**config.mk**
```make
export PLATFORM = sky130hd
export DESIGN_NAME = source_char_tokenizer_core_flat
export DESIGN_NICKNAME = d
export VERILOG_FILES = /design/src/rtl/core/stk_pkg.sv /design/src/rtl/core/stk_if.sv /design/src/rtl/core/stk_scan.sv /design/src/rtl/core/stk_queue.sv /design/src/rtl/core/source_char_tokenizer_core.sv /design/src/flat_wrapper.sv
export VERILOG_INCLUDE_DIRS = /design/src /design/src/rtl/core
export SDC_FILE = /design/constraint.sdc
export NUM_CORES = 1
export LEC_CHECK = 0
export BUFFER_PORTS_ARGS = -buffer_cell sky130_fd_sc_hd__buf_4
export CORE_MARGIN = 4
export CORE_UTILIZATION = 43
export DETAILED_ROUTE_END_ITERATION = 12
export GPL_ROUTABILITY_DRIVEN = 0
export PLACE_DENSITY = 0.69
export SLEW_MARGIN = 20
export SYNTH_ARGS = -nofsm -noshare
export SYNTH_HDL_FRONTEND = slang
export SYNTH_SLANG_ARGS = --single-unit
```
**constraint.sdc**
```tcl
create_clock -name clock -period 4.2 [get_ports clock]
set_clock_uncertainty 0.1 [all_clocks]
set_input_delay 0.21 -clock clock [delete_from_list [all_inputs] [get_ports clock]]
set_output_delay 0.21 -clock clock [all_outputs]
set_load 0.03 [all_outputs]
```
**src/rtl/core/source_char_tokenizer_core_defines.svh**
```systemverilog
// Assertion helpers shared by the tokenizer modules.
`ifndef SOURCE_CHAR_TOKENIZER_CORE_DEFINES_SVH
`define SOURCE_CHAR_TOKENIZER_CORE_DEFINES_SVH

// Same-cycle implication, checked on every rising edge outside reset.
`define STK_ASSERT_NOW(lbl, clk, rst, ante, cons) \
   lbl: assert property (@(posedge clk) disable iff (rst) (ante) |-> (cons)) \
      else $error("stk: same-cycle check failed");

// Next-cycle implication, checked on every rising edge outside reset.
`define STK_ASSERT_NEXT(lbl, clk, rst, ante, cons) \
   lbl: assert property (@(posedge clk) disable iff (rst) (ante) |=> (cons)) \
      else $error("stk: next-cycle check failed");

`endif

```
**src/rtl/core/stk_pkg.sv**
```systemverilog
package stk_pkg;

   // token kinds and error codes as they leave the block
   typedef enum logic [2:0] {
      KIND_IDENT  = 3'd0,
      KIND_INT    = 3'd1,
      KIND_FLOAT  = 3'd2,
      KIND_SYMBOL = 3'd3,
      KIND_EOF    = 3'd4,
      KIND_ERROR  = 3'd5
   } kind_type;

   typedef enum logic [1:0] {
      ERR_NONE        = 2'd0,
      ERR_UNEXPECTED  = 2'd1,
      ERR_NO_FRACTION = 2'd2
   } err_type;

   // request command codes
   localparam logic CMD_BYTE = 1'b0;
   localparam logic CMD_END  = 1'b1;

   // character constants
   localparam logic [7:0] CH_NL     = 8'h0A;
   localparam logic [7:0] CH_TAB    = 8'h09;
   localparam logic [7:0] CH_CR     = 8'h0D;
   localparam logic [7:0] CH_SPACE  = 8'h20;
   localparam logic [7:0] CH_USCORE = 8'h5F;
   localparam logic [7:0] CH_DOT    = 8'h2E;
   localparam logic [7:0] CH_EQUAL  = 8'h3D;
   localparam logic [7:0] CH_ZERO   = 8'h30;
   localparam logic [7:0] CH_NINE   = 8'h39;

   // operator table size and result queue geometry
   localparam int OP_COUNT    = 12;
   localparam int QUEUE_DEPTH = 4;
   localparam int QPTR_W      = $clog2(QUEUE_DEPTH);
   localparam int QCNT_W      = $clog2(QUEUE_DEPTH + 1);

   typedef logic [5:0] sym_type;
   typedef logic [3:0] op_idx_type;

   typedef struct packed {
      sym_type    base;
      logic [1:0] n_ext;
      logic [7:0] ext1;
      logic [7:0] ext2;
   } op_info_type;

   typedef struct packed {
      logic    hit;
      sym_type sym;
   } single_type;

   function automatic logic is_alpha(input logic [7:0] c);
      return (c == CH_USCORE) || (c >= 8'h61 && c <= 8'h7A) || (c >= 8'h41 && c <= 8'h5A);
   endfunction

   function automatic logic is_digit(input logic [7:0] c);
      return (c >= CH_ZERO) && (c <= CH_NINE);
   endfunction

   function automatic logic is_space(input logic [7:0] c);
      return (c == CH_SPACE) || (c == CH_TAB) || (c == CH_NL) || (c == CH_CR);
   endfunction

   // one-character punctuation that never extends
   function automatic single_type single_code(input logic [7:0] c);
      single_type r;
      r.hit = 1'b1;
      unique case (c)
         8'h28:   r.sym = 6'd0;
         8'h29:   r.sym = 6'd1;
         8'h5B:   r.sym = 6'd2;
         8'h5D:   r.sym = 6'd3;
         8'h7B:   r.sym = 6'd4;
         8'h7D:   r.sym = 6'd5;
         CH_DOT:  r.sym = 6'd6;
         8'h2C:   r.sym = 6'd7;
         8'h3A:   r.sym = 6'd8;
         8'h3B:   r.sym = 6'd9;
         default: begin
            r.hit = 1'b0;
            r.sym = 6'd0;
         end
      endcase
      return r;
   endfunction

   // operator lead characters, numbered from one; zero means none
   function automatic op_idx_type op_code(input logic [7:0] c);
      op_idx_type r;
      unique case (c)
         8'h2A:    r = 4'd1;
         8'h2F:    r = 4'd2;
         8'h25:    r = 4'd3;
         8'h2B:    r = 4'd4;
         8'h2D:    r = 4'd5;
         8'h3C:    r = 4'd6;
         8'h3E:    r = 4'd7;
         CH_EQUAL: r = 4'd8;
         8'h21:    r = 4'd9;
         8'h26:    r = 4'd10;
         8'h7C:    r = 4'd11;
         8'h5E:    r = 4'd12;
         default:  r = 4'd0;
      endcase
      return r;
   endfunction

   // base symbol and allowed second characters of each operator
   function automatic op_info_type op_info(input op_idx_type idx);
      op_info_type r;
      unique case (idx)
         4'd1:    r = '{6'd10, 2'd1, CH_EQUAL, 8'h00};
         4'd2:    r = '{6'd12, 2'd2, 8'h2F, 8'h2A};
         4'd3:    r = '{6'd15, 2'd1, CH_EQUAL, 8'h00};
         4'd4:    r = '{6'd17, 2'd2, 8'h2B, CH_EQUAL};
         4'd5:    r = '{6'd20, 2'd2, 8'h2D, CH_EQUAL};
         4'd6:    r = '{6'd23, 2'd2, 8'h3C, CH_EQUAL};
         4'd7:    r = '{6'd26, 2'd2, 8'h3E, CH_EQUAL};
         4'd8:    r = '{6'd29, 2'd1, CH_EQUAL, 8'h00};
         4'd9:    r = '{6'd31, 2'd1, CH_EQUAL, 8'h00};
         4'd10:   r = '{6'd33, 2'd1, 8'h26, 8'h00};
         4'd11:   r = '{6'd35, 2'd1, 8'h7C, 8'h00};
         4'd12:   r = '{6'd37, 2'd1, 8'h5E, 8'h00};
         default: r = '{6'd0, 2'd0, 8'h00, 8'h00};
      endcase
      return r;
   endfunction

endpackage

```
**src/rtl/core/stk_if.sv**
```systemverilog
// request channel: one source byte or end of data per beat
interface stk_req_if;
   logic       valid;
   logic       ready;
   logic       cmd;
   logic [7:0] char_byte;

   modport source (output valid, cmd, char_byte, input ready);
   modport sink   (input valid, cmd, char_byte, output ready);
endinterface

// response channel: one token per beat
interface stk_rsp_if #(
   parameter int LINE_BITS   = 16,
   parameter int COLUMN_BITS = 16,
   parameter int LENGTH_BITS = 16
);
   logic                   valid;
   logic                   ready;
   logic [2:0]             token_kind;
   logic [5:0]             symbol_code;
   logic [1:0]             error_code;
   logic [LINE_BITS-1:0]   token_line;
   logic [COLUMN_BITS-1:0] start_column;
   logic [LENGTH_BITS-1:0] token_length;
   logic                   last_of_run;

   modport source (output valid, token_kind, symbol_code, error_code, token_line,
                   start_column, token_length, last_of_run, input ready);
   modport sink   (input valid, token_kind, symbol_code, error_code, token_line,
                   start_column, token_length, last_of_run, output ready);
endinterface

```
**src/rtl/core/stk_scan.sv**
```systemverilog
`include "source_char_tokenizer_core_defines.svh"

module stk_scan #(
   parameter int LINE_BITS   = 16,
   parameter int COLUMN_BITS = 16,
   parameter int LENGTH_BITS = 16,
   parameter int RES_W       = 12 + LINE_BITS + COLUMN_BITS + LENGTH_BITS
) (
   input  logic             clock,
   input  logic             reset,
   input  logic             fire,
   input  logic             cmd,
   input  logic [7:0]       char_byte,
   output logic [1:0]       res_n,
   output logic [RES_W-1:0] res_a,
   output logic [RES_W-1:0] res_b
);

   typedef enum logic [2:0] {
      M_IDLE  = 3'd0,
      M_IDENT = 3'd1,
      M_INT   = 3'd2,
      M_DOT   = 3'd3,
      M_FRAC  = 3'd4,
      M_OPER  = 3'd5,
      M_ERROR = 3'd6
   } mode_type;

   localparam logic [LINE_BITS-1:0]   LINE_ONE = LINE_BITS'(1);
   localparam logic [COLUMN_BITS-1:0] COL_ONE  = COLUMN_BITS'(1);
   localparam logic [LENGTH_BITS-1:0] LEN_ZERO = '0;
   localparam logic [LENGTH_BITS-1:0] LEN_ONE  = LENGTH_BITS'(1);
   localparam logic [LENGTH_BITS-1:0] LEN_TWO  = LENGTH_BITS'(2);

   mode_type                mode_ff, mode_in;
   stk_pkg::op_idx_type     pend_ff, pend_in;
   logic [LINE_BITS-1:0]    line_ff, line_in;
   logic [COLUMN_BITS-1:0]  col_ff, col_in;
   logic [LINE_BITS-1:0]    tsl_ff, tsl_in;
   logic [COLUMN_BITS-1:0]  tsc_ff, tsc_in;
   logic [LENGTH_BITS-1:0]  cnt_ff, cnt_in;

   logic [LENGTH_BITS-1:0]  cnt_inc;
   stk_pkg::op_info_type    oi;
   stk_pkg::single_type     sc;
   stk_pkg::op_idx_type     oc;
   logic                    restart;

   // the token that ends here, and the one that the restart byte emits
   logic                    e0_vld, e1_vld;
   stk_pkg::kind_type       e0_kind, e1_kind;
   stk_pkg::sym_type        e0_sym, e1_sym;
   stk_pkg::err_type        e0_err, e1_err;
   logic [LINE_BITS-1:0]    e0_line, e1_line;
   logic [COLUMN_BITS-1:0]  e0_col, e1_col;
   logic [LENGTH_BITS-1:0]  e0_len, e1_len;

   assign cnt_inc = (cnt_ff == '1) ? cnt_ff : cnt_ff + LEN_ONE;
   assign oi      = stk_pkg::op_info(pend_ff);
   assign sc      = stk_pkg::single_code(char_byte);
   assign oc      = stk_pkg::op_code(char_byte);

   // decide tokens and next scan state for the item at hand
   always_comb begin
      mode_in = mode_ff;
      pend_in = pend_ff;
      line_in = line_ff;
      col_in  = col_ff;
      tsl_in  = tsl_ff;
      tsc_in  = tsc_ff;
      cnt_in  = cnt_ff;
      restart = 1'b0;
      e0_vld  = 1'b0;
      e0_kind = stk_pkg::KIND_IDENT;
      e0_sym  = '0;
      e0_err  = stk_pkg::ERR_NONE;
      e0_line = tsl_ff;
      e0_col  = tsc_ff;
      e0_len  = cnt_ff;
      e1_vld  = 1'b0;
      e1_kind = stk_pkg::KIND_SYMBOL;
      e1_sym  = '0;
      e1_err  = stk_pkg::ERR_NONE;
      e1_line = line_ff;
      e1_col  = col_ff;
      e1_len  = LEN_ONE;
      if (cmd == stk_pkg::CMD_BYTE) begin
         // extend or close the token in progress
         unique case (mode_ff)
            M_IDENT: begin
               if (stk_pkg::is_alpha(char_byte) || stk_pkg::is_digit(char_byte)) begin
                  cnt_in = cnt_inc;
               end else begin
                  e0_vld  = 1'b1;
                  restart = 1'b1;
               end
            end
            M_INT: begin
               if (stk_pkg::is_digit(char_byte)) begin
                  cnt_in = cnt_inc;
               end else if (char_byte == stk_pkg::CH_DOT) begin
                  cnt_in  = cnt_inc;
                  mode_in = M_DOT;
               end else begin
                  e0_vld  = 1'b1;
                  e0_kind = stk_pkg::KIND_INT;
                  restart = 1'b1;
               end
            end
            M_DOT: begin
               if (stk_pkg::is_digit(char_byte)) begin
                  cnt_in  = cnt_inc;
                  mode_in = M_FRAC;
               end else begin
                  e0_vld  = 1'b1;
                  e0_kind = stk_pkg::KIND_ERROR;
                  e0_err  = stk_pkg::ERR_NO_FRACTION;
                  e0_line = line_ff;
                  e0_col  = col_ff;
                  e0_len  = LEN_ZERO;
                  mode_in = M_ERROR;
               end
            end
            M_FRAC: begin
               if (stk_pkg::is_digit(char_byte)) begin
                  cnt_in = cnt_inc;
               end else begin
                  e0_vld  = 1'b1;
                  e0_kind = stk_pkg::KIND_FLOAT;
                  restart = 1'b1;
               end
            end
            M_OPER: begin
               e0_vld  = 1'b1;
               e0_kind = stk_pkg::KIND_SYMBOL;
               if (oi.n_ext != 2'd0 && char_byte == oi.ext1) begin
                  e0_sym  = oi.base + 6'd1;
                  e0_len  = LEN_TWO;
                  mode_in = M_IDLE;
                  pend_in = '0;
               end else if (oi.n_ext == 2'd2 && char_byte == oi.ext2) begin
                  e0_sym  = oi.base + 6'd2;
                  e0_len  = LEN_TWO;
                  mode_in = M_IDLE;
                  pend_in = '0;
               end else begin
                  e0_sym  = oi.base;
                  e0_len  = LEN_ONE;
                  restart = 1'b1;
               end
            end
            M_ERROR: begin
            end
            default: begin
               restart = 1'b1;
            end
         endcase

         // treat the byte as the start of what follows
         if (restart) begin
            mode_in = M_IDLE;
            pend_in = '0;
            priority if (stk_pkg::is_space(char_byte)) begin
            end else if (stk_pkg::is_alpha(char_byte)) begin
               mode_in = M_IDENT;
               tsl_in  = line_ff;
               tsc_in  = col_ff;
               cnt_in  = LEN_ONE;
            end else if (stk_pkg::is_digit(char_byte)) begin
               mode_in = M_INT;
               tsl_in  = line_ff;
               tsc_in  = col_ff;
               cnt_in  = LEN_ONE;
            end else if (sc.hit) begin
               e1_vld = 1'b1;
               e1_sym = sc.sym;
            end else if (oc != '0) begin
               mode_in = M_OPER;
               pend_in = oc;
               tsl_in  = line_ff;
               tsc_in  = col_ff;
               cnt_in  = LEN_ONE;
            end else begin
               e1_vld  = 1'b1;
               e1_kind = stk_pkg::KIND_ERROR;
               e1_err  = stk_pkg::ERR_UNEXPECTED;
               mode_in = M_ERROR;
            end
         end

         // advance the position, saturating
         if (char_byte == stk_pkg::CH_NL) begin
            line_in = (line_ff == '1) ? line_ff : line_ff + LINE_ONE;
            col_in  = COL_ONE;
         end else begin
            col_in  = (col_ff == '1) ? col_ff : col_ff + COL_ONE;
         end
      end else begin
         // end of data: flush the pending token, then report end of file
         unique case (mode_ff)
            M_IDENT: e0_vld = 1'b1;
            M_INT: begin
               e0_vld  = 1'b1;
               e0_kind = stk_pkg::KIND_INT;
            end
            M_FRAC: begin
               e0_vld  = 1'b1;
               e0_kind = stk_pkg::KIND_FLOAT;
            end
            M_DOT: begin
               e0_vld  = 1'b1;
               e0_kind = stk_pkg::KIND_ERROR;
               e0_err  = stk_pkg::ERR_NO_FRACTION;
               e0_line = line_ff;
               e0_col  = col_ff;
               e0_len  = LEN_ZERO;
            end
            M_OPER: begin
               e0_vld  = 1'b1;
               e0_kind = stk_pkg::KIND_SYMBOL;
               e0_sym  = oi.base;
               e0_len  = LEN_ONE;
            end
            default: begin
            end
         endcase
         e1_vld  = 1'b1;
         e1_kind = stk_pkg::KIND_EOF;
         e1_len  = LEN_ZERO;
         mode_in = M_IDLE;
         pend_in = '0;
         line_in = LINE_ONE;
         col_in  = COL_ONE;
         tsl_in  = LINE_ONE;
         tsc_in  = COL_ONE;
         cnt_in  = LEN_ZERO;
      end
   end

   // close up the two slots so the first valid token leads
   always_comb begin
      res_b = {e1_kind, e1_sym, e1_err, e1_line, e1_col, e1_len, 1'b1};
      if (e0_vld) begin
         res_a = {e0_kind, e0_sym, e0_err, e0_line, e0_col, e0_len, !e1_vld};
         res_n = e1_vld ? 2'd2 : 2'd1;
      end else begin
         res_a = res_b;
         res_n = {1'b0, e1_vld};
      end
   end

   // hold scan state between beats
   always_ff @(posedge clock) begin
      if (reset) begin
         mode_ff <= M_IDLE;
         pend_ff <= '0;
         line_ff <= LINE_ONE;
         col_ff  <= COL_ONE;
         tsl_ff  <= LINE_ONE;
         tsc_ff  <= COL_ONE;
         cnt_ff  <= LEN_ZERO;
      end else if (fire) begin
         mode_ff <= mode_in;
         pend_ff <= pend_in;
         line_ff <= line_in;
         col_ff  <= col_in;
         tsl_ff  <= tsl_in;
         tsc_ff  <= tsc_in;
         cnt_ff  <= cnt_in;
      end
   end

   `STK_ASSERT_NEXT(a_end_clears_position, clock, reset,
      fire && cmd == stk_pkg::CMD_END, mode_ff == M_IDLE && line_ff == LINE_ONE && col_ff == COL_ONE)
   `STK_ASSERT_NOW(a_end_gives_token, clock, reset, cmd == stk_pkg::CMD_END, res_n != 2'd0)
   `STK_ASSERT_NOW(a_oper_has_pending, clock, reset,
      mode_ff == M_OPER, pend_ff != '0 && pend_ff <= 4'(stk_pkg::OP_COUNT))
   `STK_ASSERT_NOW(a_token_has_bytes, clock, reset,
      mode_ff == M_IDENT || mode_ff == M_INT || mode_ff == M_FRAC, cnt_ff != LEN_ZERO)

endmodule

```
**src/rtl/core/stk_queue.sv**
```systemverilog
`include "source_char_tokenizer_core_defines.svh"

module stk_queue #(
   parameter int WIDTH = 61
) (
   input  logic             clock,
   input  logic             reset,
   input  logic [1:0]       push_n,
   input  logic [WIDTH-1:0] push_a,
   input  logic [WIDTH-1:0] push_b,
   input  logic             pop,
   output logic             room,
   output logic             not_empty,
   output logic [WIDTH-1:0] head
);

   localparam int DEPTH = stk_pkg::QUEUE_DEPTH;

   logic [WIDTH-1:0]            mem_ff [DEPTH];
   logic [stk_pkg::QPTR_W-1:0]  wr_ptr_ff, wr_ptr_in;
   logic [stk_pkg::QPTR_W-1:0]  rd_ptr_ff, rd_ptr_in;
   logic [stk_pkg::QCNT_W-1:0]  count_ff, count_in;
   logic [stk_pkg::QPTR_W-1:0]  wr_next;

   assign wr_next   = wr_ptr_ff + stk_pkg::QPTR_W'(1);
   assign room      = count_ff <= stk_pkg::QCNT_W'(DEPTH - 2);
   assign not_empty = count_ff != '0;
   assign head      = mem_ff[rd_ptr_ff];

   // advance pointers and occupancy
   always_comb begin
      wr_ptr_in = wr_ptr_ff + stk_pkg::QPTR_W'(push_n);
      rd_ptr_in = rd_ptr_ff + stk_pkg::QPTR_W'(pop);
      count_in  = count_ff + stk_pkg::QCNT_W'(push_n) - stk_pkg::QCNT_W'(pop);
   end

   always_ff @(posedge clock) begin
      if (reset) begin
         wr_ptr_ff <= '0;
         rd_ptr_ff <= '0;
         count_ff  <= '0;
      end else begin
         wr_ptr_ff <= wr_ptr_in;
         rd_ptr_ff <= rd_ptr_in;
         count_ff  <= count_in;
      end
   end

   // store up to two beats per cycle
   always_ff @(posedge clock) begin
      if (push_n != 2'd0) begin
         mem_ff[wr_ptr_ff] <= push_a;
      end
      if (push_n == 2'd2) begin
         mem_ff[wr_next] <= push_b;
      end
   end

   `STK_ASSERT_NOW(a_never_overfull, clock, reset, 1'b1, count_ff <= stk_pkg::QCNT_W'(DEPTH))
   `STK_ASSERT_NOW(a_push_has_room, clock, reset, push_n != 2'd0, room)
   `STK_ASSERT_NEXT(a_pop_drains, clock, reset,
      pop && push_n == 2'd0, count_ff == $past(count_ff) - stk_pkg::QCNT_W'(1))

endmodule

```
**src/rtl/core/source_char_tokenizer_core.sv**
```systemverilog
// Streaming tokenizer for C-like source text.
// req_bus carries one beat per source byte (cmd low, char_byte) or an
// end-of-data beat (cmd high). rsp_bus carries one token per beat: kind,
// symbol code, error code, start line and column, length, and last_of_run
// marking the final token caused by one request beat.
// A request beat is taken into an input register; when the queue has room the scan
// logic works it against the lexer state and writes zero, one or two tokens
// into a four-entry response queue whose head drives rsp_bus. A token thus
// passes the input register and the queue before it is offered on rsp_bus.
// Throughput is one request beat per cycle while the response side keeps
// up; a beat is worked only when the queue has two free entries, so a burst
// of two-token beats runs at the rate the receiver drains tokens.
// When the receiver stalls, the queue fills, the input register holds and
// req_bus.ready drops; nothing is lost.
// Reset (synchronous, active high) empties the queue and input register and
// puts the lexer between tokens at line 1, column 1.
module source_char_tokenizer_core #(
   parameter int LINE_BITS   = 16,
   parameter int COLUMN_BITS = 16,
   parameter int LENGTH_BITS = 16
) (
   input  logic      clock,
   input  logic      reset,
   stk_req_if.sink   req_bus,
   stk_rsp_if.source rsp_bus
);

   localparam int RES_W   = 12 + LINE_BITS + COLUMN_BITS + LENGTH_BITS;
   localparam int LEN_LO  = 1;
   localparam int COL_LO  = LEN_LO + LENGTH_BITS;
   localparam int LINE_LO = COL_LO + COLUMN_BITS;
   localparam int ERR_LO  = LINE_LO + LINE_BITS;
   localparam int SYM_LO  = ERR_LO + 2;
   localparam int KIND_LO = SYM_LO + 6;

   logic             in_vld_ff;
   logic             in_cmd_ff;
   logic [7:0]       in_byte_ff;
   logic             fire;
   logic             room;
   logic             not_empty;
   logic [1:0]       res_n;
   logic [1:0]       push_n;
   logic [RES_W-1:0] res_a, res_b, head;

   assign fire          = in_vld_ff && room;
   assign req_bus.ready = !in_vld_ff || room;
   assign push_n        = fire ? res_n : 2'd0;

   // hold the accepted request beat until the queue can take its tokens
   always_ff @(posedge clock) begin
      if (reset) begin
         in_vld_ff <= 1'b0;
      end else if (req_bus.ready) begin
         in_vld_ff <= req_bus.valid;
      end
   end

   always_ff @(posedge clock) begin
      if (req_bus.ready && req_bus.valid) begin
         in_cmd_ff  <= req_bus.cmd;
         in_byte_ff <= req_bus.char_byte;
      end
   end

   stk_scan #(
      .LINE_BITS   (LINE_BITS),
      .COLUMN_BITS (COLUMN_BITS),
      .LENGTH_BITS (LENGTH_BITS),
      .RES_W       (RES_W)
   ) u_scan (
      .clock     (clock),
      .reset     (reset),
      .fire      (fire),
      .cmd       (in_cmd_ff),
      .char_byte (in_byte_ff),
      .res_n     (res_n),
      .res_a     (res_a),
      .res_b     (res_b)
   );

   stk_queue #(
      .WIDTH (RES_W)
   ) u_queue (
      .clock     (clock),
      .reset     (reset),
      .push_n    (push_n),
      .push_a    (res_a),
      .push_b    (res_b),
      .pop       (rsp_bus.valid && rsp_bus.ready),
      .room      (room),
      .not_empty (not_empty),
      .head      (head)
   );

   // drive the response beat from the queue head
   assign rsp_bus.valid        = not_empty;
   assign rsp_bus.token_kind   = head[KIND_LO +: 3];
   assign rsp_bus.symbol_code  = head[SYM_LO +: 6];
   assign rsp_bus.error_code   = head[ERR_LO +: 2];
   assign rsp_bus.token_line   = head[LINE_LO +: LINE_BITS];
   assign rsp_bus.start_column = head[COL_LO +: COLUMN_BITS];
   assign rsp_bus.token_length = head[LEN_LO +: LENGTH_BITS];
   assign rsp_bus.last_of_run  = head[0];

endmodule

```
**src/flat_wrapper.sv**
```systemverilog
// flat-port wrapper written by rule: the top's interface ports become plain ports
module source_char_tokenizer_core_flat 
#(
   parameter int LINE_BITS   = 16,
   parameter int COLUMN_BITS = 16,
   parameter int LENGTH_BITS = 16
)
  (clock, reset, req_bus_valid, req_bus_cmd, req_bus_char_byte, req_bus_ready, rsp_bus_valid, rsp_bus_token_kind, rsp_bus_symbol_code, rsp_bus_error_code, rsp_bus_token_line, rsp_bus_start_column, rsp_bus_token_length, rsp_bus_last_of_run, rsp_bus_ready);
  stk_req_if req_bus_i ();
  stk_rsp_if #(.LINE_BITS(LINE_BITS), .COLUMN_BITS(COLUMN_BITS), .LENGTH_BITS(LENGTH_BITS)) rsp_bus_i ();
  input  logic clock;
  input  logic reset;
  input wire logic [$bits(req_bus_i.valid)-1:0] req_bus_valid;
  input wire logic [$bits(req_bus_i.cmd)-1:0] req_bus_cmd;
  input wire logic [$bits(req_bus_i.char_byte)-1:0] req_bus_char_byte;
  output wire logic [$bits(req_bus_i.ready)-1:0] req_bus_ready;
  output wire logic [$bits(rsp_bus_i.valid)-1:0] rsp_bus_valid;
  output wire logic [$bits(rsp_bus_i.token_kind)-1:0] rsp_bus_token_kind;
  output wire logic [$bits(rsp_bus_i.symbol_code)-1:0] rsp_bus_symbol_code;
  output wire logic [$bits(rsp_bus_i.error_code)-1:0] rsp_bus_error_code;
  output wire logic [$bits(rsp_bus_i.token_line)-1:0] rsp_bus_token_line;
  output wire logic [$bits(rsp_bus_i.start_column)-1:0] rsp_bus_start_column;
  output wire logic [$bits(rsp_bus_i.token_length)-1:0] rsp_bus_token_length;
  output wire logic [$bits(rsp_bus_i.last_of_run)-1:0] rsp_bus_last_of_run;
  input wire logic [$bits(rsp_bus_i.ready)-1:0] rsp_bus_ready;
  assign req_bus_i.valid = req_bus_valid;
  assign req_bus_i.cmd = req_bus_cmd;
  assign req_bus_i.char_byte = req_bus_char_byte;
  assign req_bus_ready = req_bus_i.ready;
  assign rsp_bus_valid = rsp_bus_i.valid;
  assign rsp_bus_token_kind = rsp_bus_i.token_kind;
  assign rsp_bus_symbol_code = rsp_bus_i.symbol_code;
  assign rsp_bus_error_code = rsp_bus_i.error_code;
  assign rsp_bus_token_line = rsp_bus_i.token_line;
  assign rsp_bus_start_column = rsp_bus_i.start_column;
  assign rsp_bus_token_length = rsp_bus_i.token_length;
  assign rsp_bus_last_of_run = rsp_bus_i.last_of_run;
  assign rsp_bus_i.ready = rsp_bus_ready;
  source_char_tokenizer_core #(.LINE_BITS(LINE_BITS), .COLUMN_BITS(COLUMN_BITS), .LENGTH_BITS(LENGTH_BITS)) u_core (.clock(clock), .reset(reset), .req_bus(req_bus_i), .rsp_bus(rsp_bus_i));
endmodule
```
==> metrics.md <==
| Metric | Value |
|---|---|
| Worst r2r src | `u_core.in_byte_ff[3]$_DFFE_PP_` |
| Wire per inst | `22.41 um` |
| Die ar. | `44100 um2` |
| IO Pins | `75` |
| Final hold violations | `0` |
| Register area share after synthesis | `51.06%` |
| Final Cycle Share | `95.43%` |
| CTS H-Tree Depth | `2` |
| Setup TNS | `0 ns` |
| Fin. max-slew vios | `0` |
| DR pass1 iterations | `7` |
| Clk_lat worst skew | `0.54 ns` |
| Clock buffer depth | `3` |
| Final Critical Period | `4.008 ns` |
| Post-DP HPWL | `29330 um` |
| Fraction of layout cells with a size suffix above 1 | `22.11%` |
| WL final | `48360 um` |
| Max_cap viols | `0` |
| Initial Util | `43.86%` |
| Area Overhead vs Synth | `15.46%` |
| Post-Synthesis Cells | `1532` |
| Final setup margin | `0.1918 ns` |
| FF-to-FF End | `u_core.u_queue.mem_ff[3][29]$_DFFE_PP_` |
| Layout Nets | `1631` |
| PortBufs | `74` |
| Final setup vio count | `0` |
| First-pass GRT wire length | `74710 um` |
| Number of synthesized flops with an enable pin | `173` |
| Largest area contributor in the netlist | `edfxtp_1` |
| 1st-iter DRT viols | `1324` |
| Tot Pwr | `9622 uW` |
| Die X | `210.0 um` |
| CP cell instances | `xor2_1 -> nor4_2 -> and4_4 -> or3_4 -> a41o_1 -> nor2_1 -> nand2_1 -> nand2_1 -> ha_4 -> nand2_1 -> buf_4 -> or3_1 -> o21ai_4 -> a22o_1` |
| Syn avg cell area | `11.45 um2` |
| GRT overflow | `0` |
| Core footprint | `40010 um2` |
| Static Leakage | `0.007036 uW` |
| Slowest CP cell | `or3_1` |
| Min-delay src | `rsp_bus_ready` |
| Vias | `13272` |
| Clock sink total | `361` |
| R2R depth | `14` |
| Vias in the first global route | `12868` |
| Ranking of synthesized cells by area | `edfxtp_1, dfxtp_1, a22o_1` |
| Mapped Area | `17550 um2` |
| Yosys reg bits | `361` |
| Peak VDD IR | `0.3109 mV` |
| Max-slew headroom | `43.99%` |
| CTS Buf Count | `39` |
| DP Worst Slack | `-0.05445 ns` |
| Critical path's most frequent cell | `nand2_1` |
| CP Max Fanout | `16` |
| CTS Root Cell | `clkbuf_16` |
| Outcome | `finished, final reports clean` |
| # diodes | `0` |
| Synth unique cells | `103` |
| Num rows | `73` |
| Share of the synthesized area in the top cell type | `29.61%` |
| Unrepaired setup endpoints after global routing | `false` |
| Worst setup path start | `u_core.in_byte_ff[3]$_DFFE_PP_` |
| Slew @ Worst Pin | `0.8371 ns` |
| Overall Global Routing Usage | `21.04%` |
| TritonCTS clock tree | `yes` |
| Hold Path Class | `input port to flip-flop` |
| Synthesis warning total | `0` |
| Fmax achieved | `0.2495 GHz` |
| Critical Path Start Type | `flip-flop` |
| Antenna Violating Nets Remaining | `0` |
| Pwr Density | `474.9 nW/um2` |
| DIE HEIGHT | `210.0 um` |
| # DRC | `0` |
| Top FF cell, synth | `dfxtp_1` |
| CP arrival | `4.32 ns` |
| Worst-path clk slew | `0.06 ns` |
| Largest net degree at the start of global routing | `53` |
| CP required | `4.51 ns` |
| WS Path Type | `flip-flop to flip-flop` |
| Synthesized Nets | `1561` |
| Share of flip-flops with an asynchronous set or reset | `0%` |
| Initial antenna violation count | `0` |
| Worst Setup End Kind | `flip-flop` |
| Crit path to | `u_core.u_queue.mem_ff[3][29]$_DFFE_PP_` |
| Worst stage delay on the critical path | `0.55 ns` |
| R2R setup slack | `0.19 ns` |
| Via density | `6.150` |
cell families (layout without fill, tap and decap cells):
logic type / after synthesis / count (layout) / share of synthesized area, %
adder cells (fa/ha/maj): 16 / 16 / 1.184
AND/OR/NAND/NOR: 418 / 422 / 12.69
AO/OA/AOI/OAI: 449 / 451 / 19.61
flip-flops: 361 / 361 / 51.06
buffers and inverters: 176 / 271 / 5.106
multiplexers: 68 / 68 / 8.165
XOR/XNOR: 44 / 44 / 2.196
synth_stat cells, drive strengths merged, types with 17 or more instances:
cell type  number
a22o          192
mux4           60
nand3          55
nand2         118
nor2           76
inv            33
nor3           35
buf            60
o21ai          62
and3           17
dfxtp         188
edfxtp        173
o22ai          31
a21oi          77
clkbuf         83
xor2           30
flip-flops by register name (all words and copies together) (netlist names), 3 cells and up:
| name | cells |
|---|---|
| u_core.u_queue.count_ff | 3 |
| u_core.u_scan.cnt_ff | 16 |
| u_core.u_scan.pend_ff | 4 |
| u_core.in_byte_ff | 8 |
| u_core.u_scan.mode_ff | 3 |
| u_core.u_scan.tsc_ff | 16 |
| u_core.u_scan.oi | 17 |
| u_core.u_scan.tsl_ff | 16 |
| u_core.u_queue.mem_ff | 240 |
| u_core.u_scan.col_ff | 16 |
| u_core.u_scan.e1_line | 16 |
area by class of cell:
class	instances	area, um2
clock buffers	48	1050
multi-input cells	1001	7845
repair buffers	166	1406
fillers	3529	19750
inverters	33	138.9
well taps	525	656.9
flip-flops and latches	361	8964
clock inverters	24	198.9
worst min-delay path by stage:
stage,depth (start not counted),endpoint
after floorplan,0,u_core.in_byte_ff[0]$_DFFE_PP_
after global placement,1,u_core.in_byte_ff[0]$_DFFE_PP_
after detailed placement,1,u_core.in_cmd_ff$_DFFE_PP_
after CTS,4,u_core.u_queue.rd_ptr_ff[0]$_SDFF_PP0_
after global routing,4,u_core.u_queue.rd_ptr_ff[0]$_SDFF_PP0_
final,4,u_core.u_queue.rd_ptr_ff[0]$_SDFF_PP0_
cells in the final DEF, fill, tap and decap left out, drive strengths merged, types with 16 or more instances in the layout:
cell type and instances:
clkbuf 48, nor2 80, nor3 35, buf 155
edfxtp 173, xor2 30, a21oi 77, o22ai 31
inv 32, and2 16, o21ai 64, mux4 60
and3 17, nand2 118, a22o 192, nand3 55
dfxtp 188, clkinv 19
stage by stage:
| stage | std cells | area, um2 | utilization (%) | hold WS [ns] |
|---|---|---|---|---|
| finish | 2158 | 20260 | 50.64 | 0.1175 |
| detailed placement | 2059 | 18640 | 46.59 | 0.2895 |
| global route | 2158 | 20260 | 50.64 | 0.1804 |
| floorplan | 1532 | 17590 | - | 0.2089 |
| CTS | 2146 | 20050 | 50.11 | 0.1120 |
| global placement | 2058 | 18610 | 46.52 | 0.2890 |
timing repair:
action	CTS	global route
hold endpoints to repair	23	0
gates cloned	4	2
gates resized for setup	3	9
setup buffers	0	10
hold buffers	11	0
pin swaps	4	6
endpoints found under the setup margin	49	170
critical path: cells and delay by family, from the launching register on:
family	cells	cell delay (ns)
and+or+nand+nor	8	1.72
xor gates and xnor gates	1	0.24
DFF	1	0.53
AOI/OAI and AO/OA	3	0.87
buffers and inverters	1	0.27
adders and majority gates	1	0.16
where the power goes:
| part | switching [uW] | internal [uW] |
|---|---|---|
| Sequential | 195 | 3840 |
| Clock | 1440 | 1870 |
| Combinational | 1380 | 899 |
layer usage:
layer / up-vias / global-route usage [%] / routed length (um)
li1: 6032 / - / -
met1: 6479 / 29.37 / 20000
met2: 658 / 34.03 / 22610
met3: 103 / 3.408 / 4410
met4: 0 / 6.548 / 1349
met5: - / 0 / 0
Note: power is estimated with default switching activity, not from simulation.
